File: src/mtfr_cell.sv
// One stack slot. The search token visits one slot per cycle: the slot takes
// the carried item and hands its old content down; a slot that holds the
// searched item takes the carried item too, and the token stops there.
module mtfr_cell #(
	parameter int CELL_W = 10,
	parameter int INDEX  = 0
) (
	input  logic              clk,
	input  logic              arst_n,
	input  logic              restore,
	input  logic [CELL_W-1:0] search,
	input  logic              tok_in_valid,
	input  logic [CELL_W-1:0] tok_in_carry,
	output logic              tok_out_valid,
	output logic [CELL_W-1:0] tok_out_carry,
	output logic              hit
);

	logic [CELL_W-1:0] content_q;
	logic              tok_valid_q;
	logic [CELL_W-1:0] tok_carry_q;

	assign hit           = tok_valid_q && (content_q == search);
	assign tok_out_valid = tok_valid_q && !hit;
	assign tok_out_carry = content_q;

	always_ff @(posedge clk or negedge arst_n) begin
		if (!arst_n) begin
			content_q   <= CELL_W'(INDEX);
			tok_valid_q <= 1'b0;
		end else if (restore) begin
			content_q   <= CELL_W'(INDEX);
			tok_valid_q <= 1'b0;
		end else begin
			tok_valid_q <= tok_in_valid;
			if (tok_valid_q) begin
				content_q <= tok_carry_q;
			end
		end
	end

	always_ff @(posedge clk) begin
		tok_carry_q <= tok_in_carry;
	end

endmodule

File: config.mk
export PLATFORM = sky130hd
export DESIGN_NAME = mtfr_cell
export DESIGN_NICKNAME = d
export VERILOG_FILES = /design/src/mtfr_cell.sv
export SDC_FILE = /design/constraint.sdc
export NUM_CORES = 1
export LEC_CHECK = 0
export BUFFER_PORTS_ARGS = -buffer_cell sky130_fd_sc_hd__buf_2
export CAP_MARGIN = 5
export CORE_MARGIN = 2
export CORE_UTILIZATION = 45
export CTS_BUF_LIST = sky130_fd_sc_hd__clkbuf_2
export CTS_CLUSTER_DIAMETER = 30
export DETAILED_ROUTE_END_ITERATION = 16
export PLACE_DENSITY = 0.85
export SLEW_MARGIN = 30
export SYNTH_ARGS = -nofsm -noshare
export SYNTH_HDL_FRONTEND = slang
export SYNTH_SLANG_ARGS = --single-unit
File: constraint.sdc
create_clock -name clk -period 1.17 [get_ports clk]
set_input_delay 0.0585 -clock clk [delete_from_list [all_inputs] [get_ports clk]]
set_output_delay 0.0585 -clock clk [all_outputs]
set_load 0.01 [all_outputs]
Word level (Yosys, flattened, before mapping). Index checks and enable logic that the tools add are counted.

Register bits after elaboration: 21. Bits of input ports: 24. Output and inout bits: 12. Logic and storage cells: 11.

Equality and inequality tests: 1. Mux-type cells: 3. Reductions and logical operators: 4.

Operators with widths (count): $mux W10 (2); $eq A10 B10 Y1 (1); $logic_and A1 B1 Y1 (2); $reduce_bool A2 Y1 (1); $logic_not A1 Y1 (1); $mux W1 (1).

Longest topological paths before layout. Gate-level depths: netlist (run 1).

Depth after elaboration: 4. Depth in mapped cells: 3.

Least setup slack after synthesis (run 1). OpenSTA, ideal clock, no wires.

Kind: reg2out. Start point: register content_q[7] (netlist: tok_out_carry[7]). End point: output hit. Arrival time: 1.137 ns. Required time: 1.112 ns. Slack: -0.025 ns. Cell stages (with the launch flop): 4. Buffers on the path: 0. Path through: dfrtp_1 xor2_1 nor4_1 and4_1.

Cells in the longest elaborated chain, start to end: 2.

RTL lines: start: declaration (RTL line 19) `logic [CELL_W-1:0] content_q;`; start signal: assignment (RTL line 29) `content_q <= CELL_W'(INDEX);`; start signal: assignment (RTL line 32) `content_q <= CELL_W'(INDEX);`; start signal: assignment (RTL line 37) `content_q <= tok_carry_q;`; $eq A10 B10 Y1 (RTL line 23) `assign hit = tok_valid_q && (content_q == search);`; $logic_and A1 B1 Y1 (RTL line 23); end: declaration (RTL line 16) `output logic hit`.

No other way between the ends.

Worst setup path after layout (run 1).
Start point: register content_q[4] (netlist: tok_out_carry[4]). End point: output hit.

The elaborated chain is that of the path after synthesis.

==> results of run 1 <==
power by group:
group          switching (mW)  total, mW  internal [mW]  leakage, nW
Combinational          0.0912      0.218          0.126        0.381
Sequential             0.0212      0.779          0.758        0.233
Clock                   0.197      0.288         0.0906       0.0166
cells in the mapped netlist:
cell type / instances
nor2b_1: 1
dfrtp_1: 11
inv_1: 1
and4_1: 1
xor2_1: 10
nor4_1: 2
buf_4: 1
a31oi_1: 1
dfxtp_1: 10
mux2i_1: 10
clkbuf_1: 1
nor2_1: 11
layout make-up:
| class | count | area [um2] | area share |
|---|---|---|---|
| repair buffers | 57 | 383 | 0.325 |
| inverters | 1 | 3.75 | 0.00319 |
| clock buffers | 4 | 20.0 | 0.0170 |
| multi-input cells | 36 | 275 | 0.234 |
| well taps | 16 | 20.0 | 0.0170 |
| flip-flops and latches | 21 | 475 | 0.404 |
cell families after synthesis:
| family | share of synthesized area |
|---|---|
| XOR/XNOR | 0.116 |
| buffers and inverters | 0.0199 |
| AND/OR/NAND/NOR | 0.0914 |
| AO/OA/AOI/OAI | 0.00831 |
| multiplexers | 0.133 |
| flip-flops | 0.631 |
timing repair:
| item | CTS | global route |
|---|---|---|
| setup endpoints to repair | 2 | 2 |
| gates resized for setup | 2 | 0 |
| hold buffers | 12 | 0 |
| setup buffers | 0 | 0 |
| hold endpoints to repair | 22 | 0 |
state kept, by name (all words and copies together), names as in the netlist:
signal and flops:
tok_out_carry 10, tok_carry_q 10, tok_valid_q 1
per-layer routing:
| layer | global-route usage | vias up |
|---|---|---|
| li1 | - | 315 |
| met1 | 0.228 | 287 |
| met2 | 0.345 | 22 |
| met3 | 0.0360 | 2 |
| met4 | 0.0882 | 0 |
| met5 | 0 | - |
worst max-delay path by stage:
stage	from	end	slack, ns	cells past startpoint
after floorplan	tok_out_carry[4]	hit	-0.02	3
after global placement	tok_out_carry[4]	hit	-0.09	4
after detailed placement	tok_out_carry[4]	hit	-0.15	4
after CTS	tok_out_carry[4]	hit	-0.47	4
after global routing	tok_out_carry[4]	hit	-0.52	4
final	tok_out_carry[4]	hit	-0.43	4
worst max-delay path, delay by kind of cell, from the launching register on:
family                    cells  cell delay [ns]
xor gates and xnor gates      1             0.15
and+or+nand+nor               2             0.53
buffers and inverters         1             0.12
DFF                           1             0.43
==> metrics.md, run 1 <==
| Metric | Value |
|---|---|
| Cts bufs inserted | `3` |
| Chip Height | `44.9 um` |
| Via/cell ratio | `4.64` |
| Worst path slowest cell | `dfrtp_1` |
| Seq/Total Area, Yosys | `0.631` |
| Critical R2R Capture | `tok_out_carry[0]` |
| Hold Path Sink | `tok_out_carry[7]` |
| Routability cong. | `0.705` |
| Final instance area | `1180 um2` |
| Synth top area share | `0.365` |
| Root Driver | `clkbuf_2` |
| Total track usage | `0.195` |
| Final Power | `1.28 mW` |
| Hold path start | `restore` |
| DR pass1 iterations | `4` |
| Met3 WL | `93 um` |
| CP Cell Sequence | `xor2_1, nor4_2, and4_1, buf_2` |
| H-tree Lvls | `1` |
| Final wirelength | `1700 um` |
| Nets | `144` |
| Synthesized area per cell | `12.6 um2` |
| CP endpoint kind | `output port` |
| DP HPWL | `roughly 1100 um` |
| Pleak | `0.630 nW` |
| First-pass GRT wire length | `about 2700 um` |
| Clk pin slew, worst setup/hold paths | `0.18 ns` |
| Highest routed layer | `met4` |
| Ys Warns | `0` |
| Max FO, Critical Path | `2` |
| Post-DR wirelength/cell | `12.6 um` |
| Die Width | `44.9 um` |
| Total grt overflow | `0` |
| Largest net degree at the start of global routing | `12` |
| Worst Hold Depth | `2` |
| Worst hold path class | `primary input to register` |
| Met1 wire length | `approximately 700 um` |
| Synth top area cells | `dfrtp_1 (37%), dfxtp_1 (27%), mux2i_1 (13%)` |
| Dpl cell area | `1020 um2` |
| Violations in the final reports | `negative setup slack` |
| Most frequent cells in the layout | `buf_2 (35), dlygate4sd3_1 (12), nor2_1 (11), dfrtp_1 (11)` |
| Max-cap viol count | `0` |
| Synth Register Bits | `21` |
| Setup ws final | `-0.425 ns` |
| R2R depth | `3` |
| CP peak stage delay | `approximately 0.43 ns` |
| Setup TNS after final layout | `-0.765 ns` |
| DRT iter0 DRCs | `4` |
| Commonest non-fill, non-tap cell in the layout | `buf_2` |
| Final Critical Period | `1.60 ns` |
| PortBufs | `35` |
| Flop2flop setup slack | `0.09 ns` |
| Max IR drop VDD | `0.908 mV` |
| Final Max Slew Viols | `0` |
| Final core occ | `0.764` |
| Post-synthesis cell type count | `12` |
| Cell total after placement | `119` |
| Area delta synth->final | `56.3%` |
| Sink Count | `21` |
| CTS Buffer Depth | `2` |
| Final Skew | `0.00464 ns` |
| Pre-CTS WS | `-0.148 ns` |
| Vias in the first global route | `627` |
| Synth area leader | `dfrtp_1` |
| Hold_ws | `0.0434 ns` |
| PD cells | `1090 nW/um2` |
| Residual DRC | `0` |
| Startpoint Class | `register` |
| Final ANT Viol Nets | `0` |
| Rows | `14` |
| Initial Util | `0.489` |
| Period utilization | `1.36` |
| Diode count | `0` |
| Fillers | `93` |
| Worst-Margin Slew | `around 0.29 ns` |
| Syn Nets | `84` |
| Worst slew margin | `0.805` |
| Syn Std Cell Area | `between 700 and 800 um2` |
| DR vias | `626` |
| Share of cells above drive strength 1 | `0.429` |
| DIE AREA | `2020 um2` |
| Core area | `between 1500 and 2000 um2` |
| Critical path class | `register to output port` |
| CTS tree | `done` |
| Outcome | `finished, violations left` |
| FF-to-FF Start | `tok_valid_q` |
| Critical Path AT | `1.54 ns` |
| Initial antenna violation count | `0` |
| Fmax | `0.627 GHz` |
| Fin. Hold Viols | `0` |
| Clk Latency, worst-skew pair | `0.30 ns` |
| WL met2 | `887 um` |
| RSZ-0062 raised after global routing | `true` |
| CP required | `approximately 1.1 ns` |
| Post-Layout Cell Count | `around 140` |
| Gate Count Post-Synth | `60` |
| Final setup violation count | `2` |
| Ports | `36` |
Power figures use the tool's default switching activity.
==> run 2, diff against run 1 <==
- CORE_MARGIN: 2 -> not set
- CORE_UTILIZATION: 45 -> 46
- PLACE_DENSITY: 0.85 -> 0.87
==> run 2 against run 1 <==
Against the previous run: the run still ends with negative setup slack left; combinational power is 2% higher; global-route usage up 0.96 points; via count down 1.3%; largest power group unchanged; largest cell class unchanged; count of clock-buffer cells in the layout unchanged; critical path depth did not move; fmax down 1.4%; first-iteration DRC count shrank 75%; final area rose by 0.42%; clock power grew 4%; sequential cell count unchanged.
==> metrics.md, run 2 (synthesis results as in run 1) <==
| Metric | Value |
|---|---|
| Outcome | `finished, violations left` |
| Violations in the final reports | `negative setup slack` |
| Max IR drop VDD | `0.984 mV (+8.3%)` |
| DIE AREA | `1800 um2 (-11%)` |
| DRT iter0 DRCs | `1 (-3)` |
| Startpoint Class | `register` |
| WL met2 | `829 um (-6.5%)` |
| Nets | `145 (+0.69%)` |
| Vias in the first global route | `656 (+4.6%)` |
| Max-cap viol count | `0 (unchanged)` |
| Fmax | `0.618 GHz (-1.4%)` |
| Fin. Hold Viols | `0 (unchanged)` |
| Critical path class | `register to output port` |
| Combinational share of power | `0.171 (+0.002)` |
| PortBufs | `35 (unchanged)` |
| Highest routed layer | `met4` |
| Area delta synth->final | `57.0%` |
| Switching power | `323 uW (+4.5%)` |
| DR pass1 iterations | `3 (-1)` |
| Setup TNS after final layout | `-0.807 ns (-0.0424 ns)` |
| Hold_ws | `0.0248 ns (-0.0186 ns)` |
| Ports | `36 (unchanged)` |
| Pleak | `0.634 nW (+0.54%)` |
| Die Width | `42.5 um (-5.4%)` |
| Clock Power Share | `0.231 (+0.007)` |
| CP required | `1.11 ns (about the same)` |
| Clk pin slew, worst setup/hold paths | `0.18 ns (about the same)` |
| Total track usage | `0.204 (+0.00961)` |
| RSZ-0062 raised after global routing | `true` |
| CTS tree | `done` |
| Rows | `14 (unchanged)` |
| CTS Buffer Depth | `2 (unchanged)` |
| Final Skew | `0.00506 ns (+0.000421 ns)` |
| Max FO, Critical Path | `2 (unchanged)` |
| Final setup violation count | `2 (unchanged)` |
| Met1 wire length | `796 um (+12%)` |
| First-pass GRT wire length | `2710 um (-0.77%)` |
| Chip Height | `42.5 um (-5.4%)` |
| Post-DR wirelength/cell | `12.8 um (+1.5%)` |
| Worst Hold Depth | `2 (unchanged)` |
| Pre-CTS WS | `-0.162 ns (-0.0138 ns)` |
| R2R depth | `3 (unchanged)` |
| Cts bufs inserted | `3 (unchanged)` |
| Worst hold path class | `primary input to register` |
| Diode count | `0 (unchanged)` |
| Final ANT Viol Nets | `0 (unchanged)` |
| Initial antenna violation count | `0 (unchanged)` |
| PD cells | `1100 nW/um2 (+0.71%)` |
| Seq pwr share | `0.598 (-0.009)` |
| Met3 WL | `59 um (-37%)` |
| Final wirelength | `1740 um (+2.2%)` |
| Sink Count | `21 (unchanged)` |
| Core area | `1520 um2 (-1.1%)` |
| CP endpoint kind | `output port` |
| Clk Latency, worst-skew pair | `0.31 ns (about the same)` |
| Final core occ | `0.776 (+0.0121)` |
| Most frequent cells in the layout | `buf_2 (34), dlygate4sd3_1 (12), nor2_1 (11), dfrtp_1 (11)` |
| Critical Path AT | `1.56 ns (+0.02 ns)` |
| DR vias | `618 (-1.3%)` |
| Initial Util | `0.494 (+0.00562)` |
| Sw frac | `0.249 (+0.00804)` |
| Dpl cell area | `1010 um2 (-1.2%)` |
| Period utilization | `1.38 (+0.0190)` |
| Routability cong. | `0.740 (+5.0%)` |
| Residual DRC | `0 (unchanged)` |
| P_int | `975 uW (about the same)` |
| Largest net degree at the start of global routing | `12 (unchanged)` |
| Root Driver | `clkbuf_2` |
| Worst slew margin | `0.828 (+0.0229)` |
| Total grt overflow | `0 (unchanged)` |
| Final instance area | `1180 um2 (+0.42%)` |
| Commonest non-fill, non-tap cell in the layout | `buf_2` |
| H-tree Lvls | `1 (unchanged)` |
| Final Max Slew Viols | `0 (unchanged)` |
| Share of cells above drive strength 1 | `0.433 (+0.00476)` |
| Via/cell ratio | `4.54 (-2.0%)` |
| Final Critical Period | `1.62 ns (+0.0222 ns)` |
| Setup ws final | `-0.448 ns (-0.0222 ns)` |
| Worst-Margin Slew | `0.256 ns (-0.0365 ns)` |
## run 2: cell count changes in the layout (fill, tap and decap cells not counted)
cell,previous run,this run
buf_6,0,2
buf_12,1,0
buf_2,35,34
buf_4,9,10
## run 2: area by class of cell
class,instances,area [um2]
Inverter,1,3.75
Multi-Input combinational cell,36,275
Timing Repair Buffer,58,388
Sequential cell,21,475
Clock buffer,4,20.0
Tap cell,16,20.0
Fill cell,98,342
## run 2: worst max-delay path, cell delays in order (launching register included)
cell     delay [ns]
dfrtp_1        0.42
xor2_1         0.16
nor4_2         0.32
and4_1         0.23
buf_2          0.13
## run 2: timing repair
action,in CTS,in global routing
endpoints found under the setup margin,2,2
hold buffers,12,0
resized for setup,2,2
pin swaps,2,0
buffers inserted,0,1
hold endpoints to repair,22,0
## run 2: per-stage QoR
stage | instances | total power [mW]
finish | 136 | 1.30
global route | 136 | 1.35
CTS | 135 | 1.30
detailed placement | 119 | 0.968
global placement | 119 | 0.960
floorplan | 60 | 0.866
## run 2: power by group through the flow
stage	Sequential [mW]	Clock (mW)	Combinational, mW
5_1_grt	0.781	0.333	0.240
6_report	0.777	0.300	0.222
3_5_place_dp	0.791	0	0.178
3_3_place_gp	0.787	0	0.172
4_1_cts	0.776	0.309	0.215
2_1_floorplan	0.799	0	0.0666
## run 2: layer usage
layer,up-vias,global-route usage
li1,318,-
met1,276,0.243
met2,18,0.342
met3,6,0.0302
met4,0,0.131
met5,-,0
## run 2: worst paths after layout
path | from | endpoint | slack [ns]
max | tok_out_carry[1] | hit | -0.45
min | restore | tok_valid_q | 0.02
max reg2reg | tok_valid_q | tok_out_carry[4] | 0.23
min reg2reg | tok_carry_q[1] | tok_out_carry[1] | 0.50
max in group asynchronous | arst_n | tok_out_carry[2] | 0.86
min in group asynchronous | arst_n | tok_valid_q | 0.11
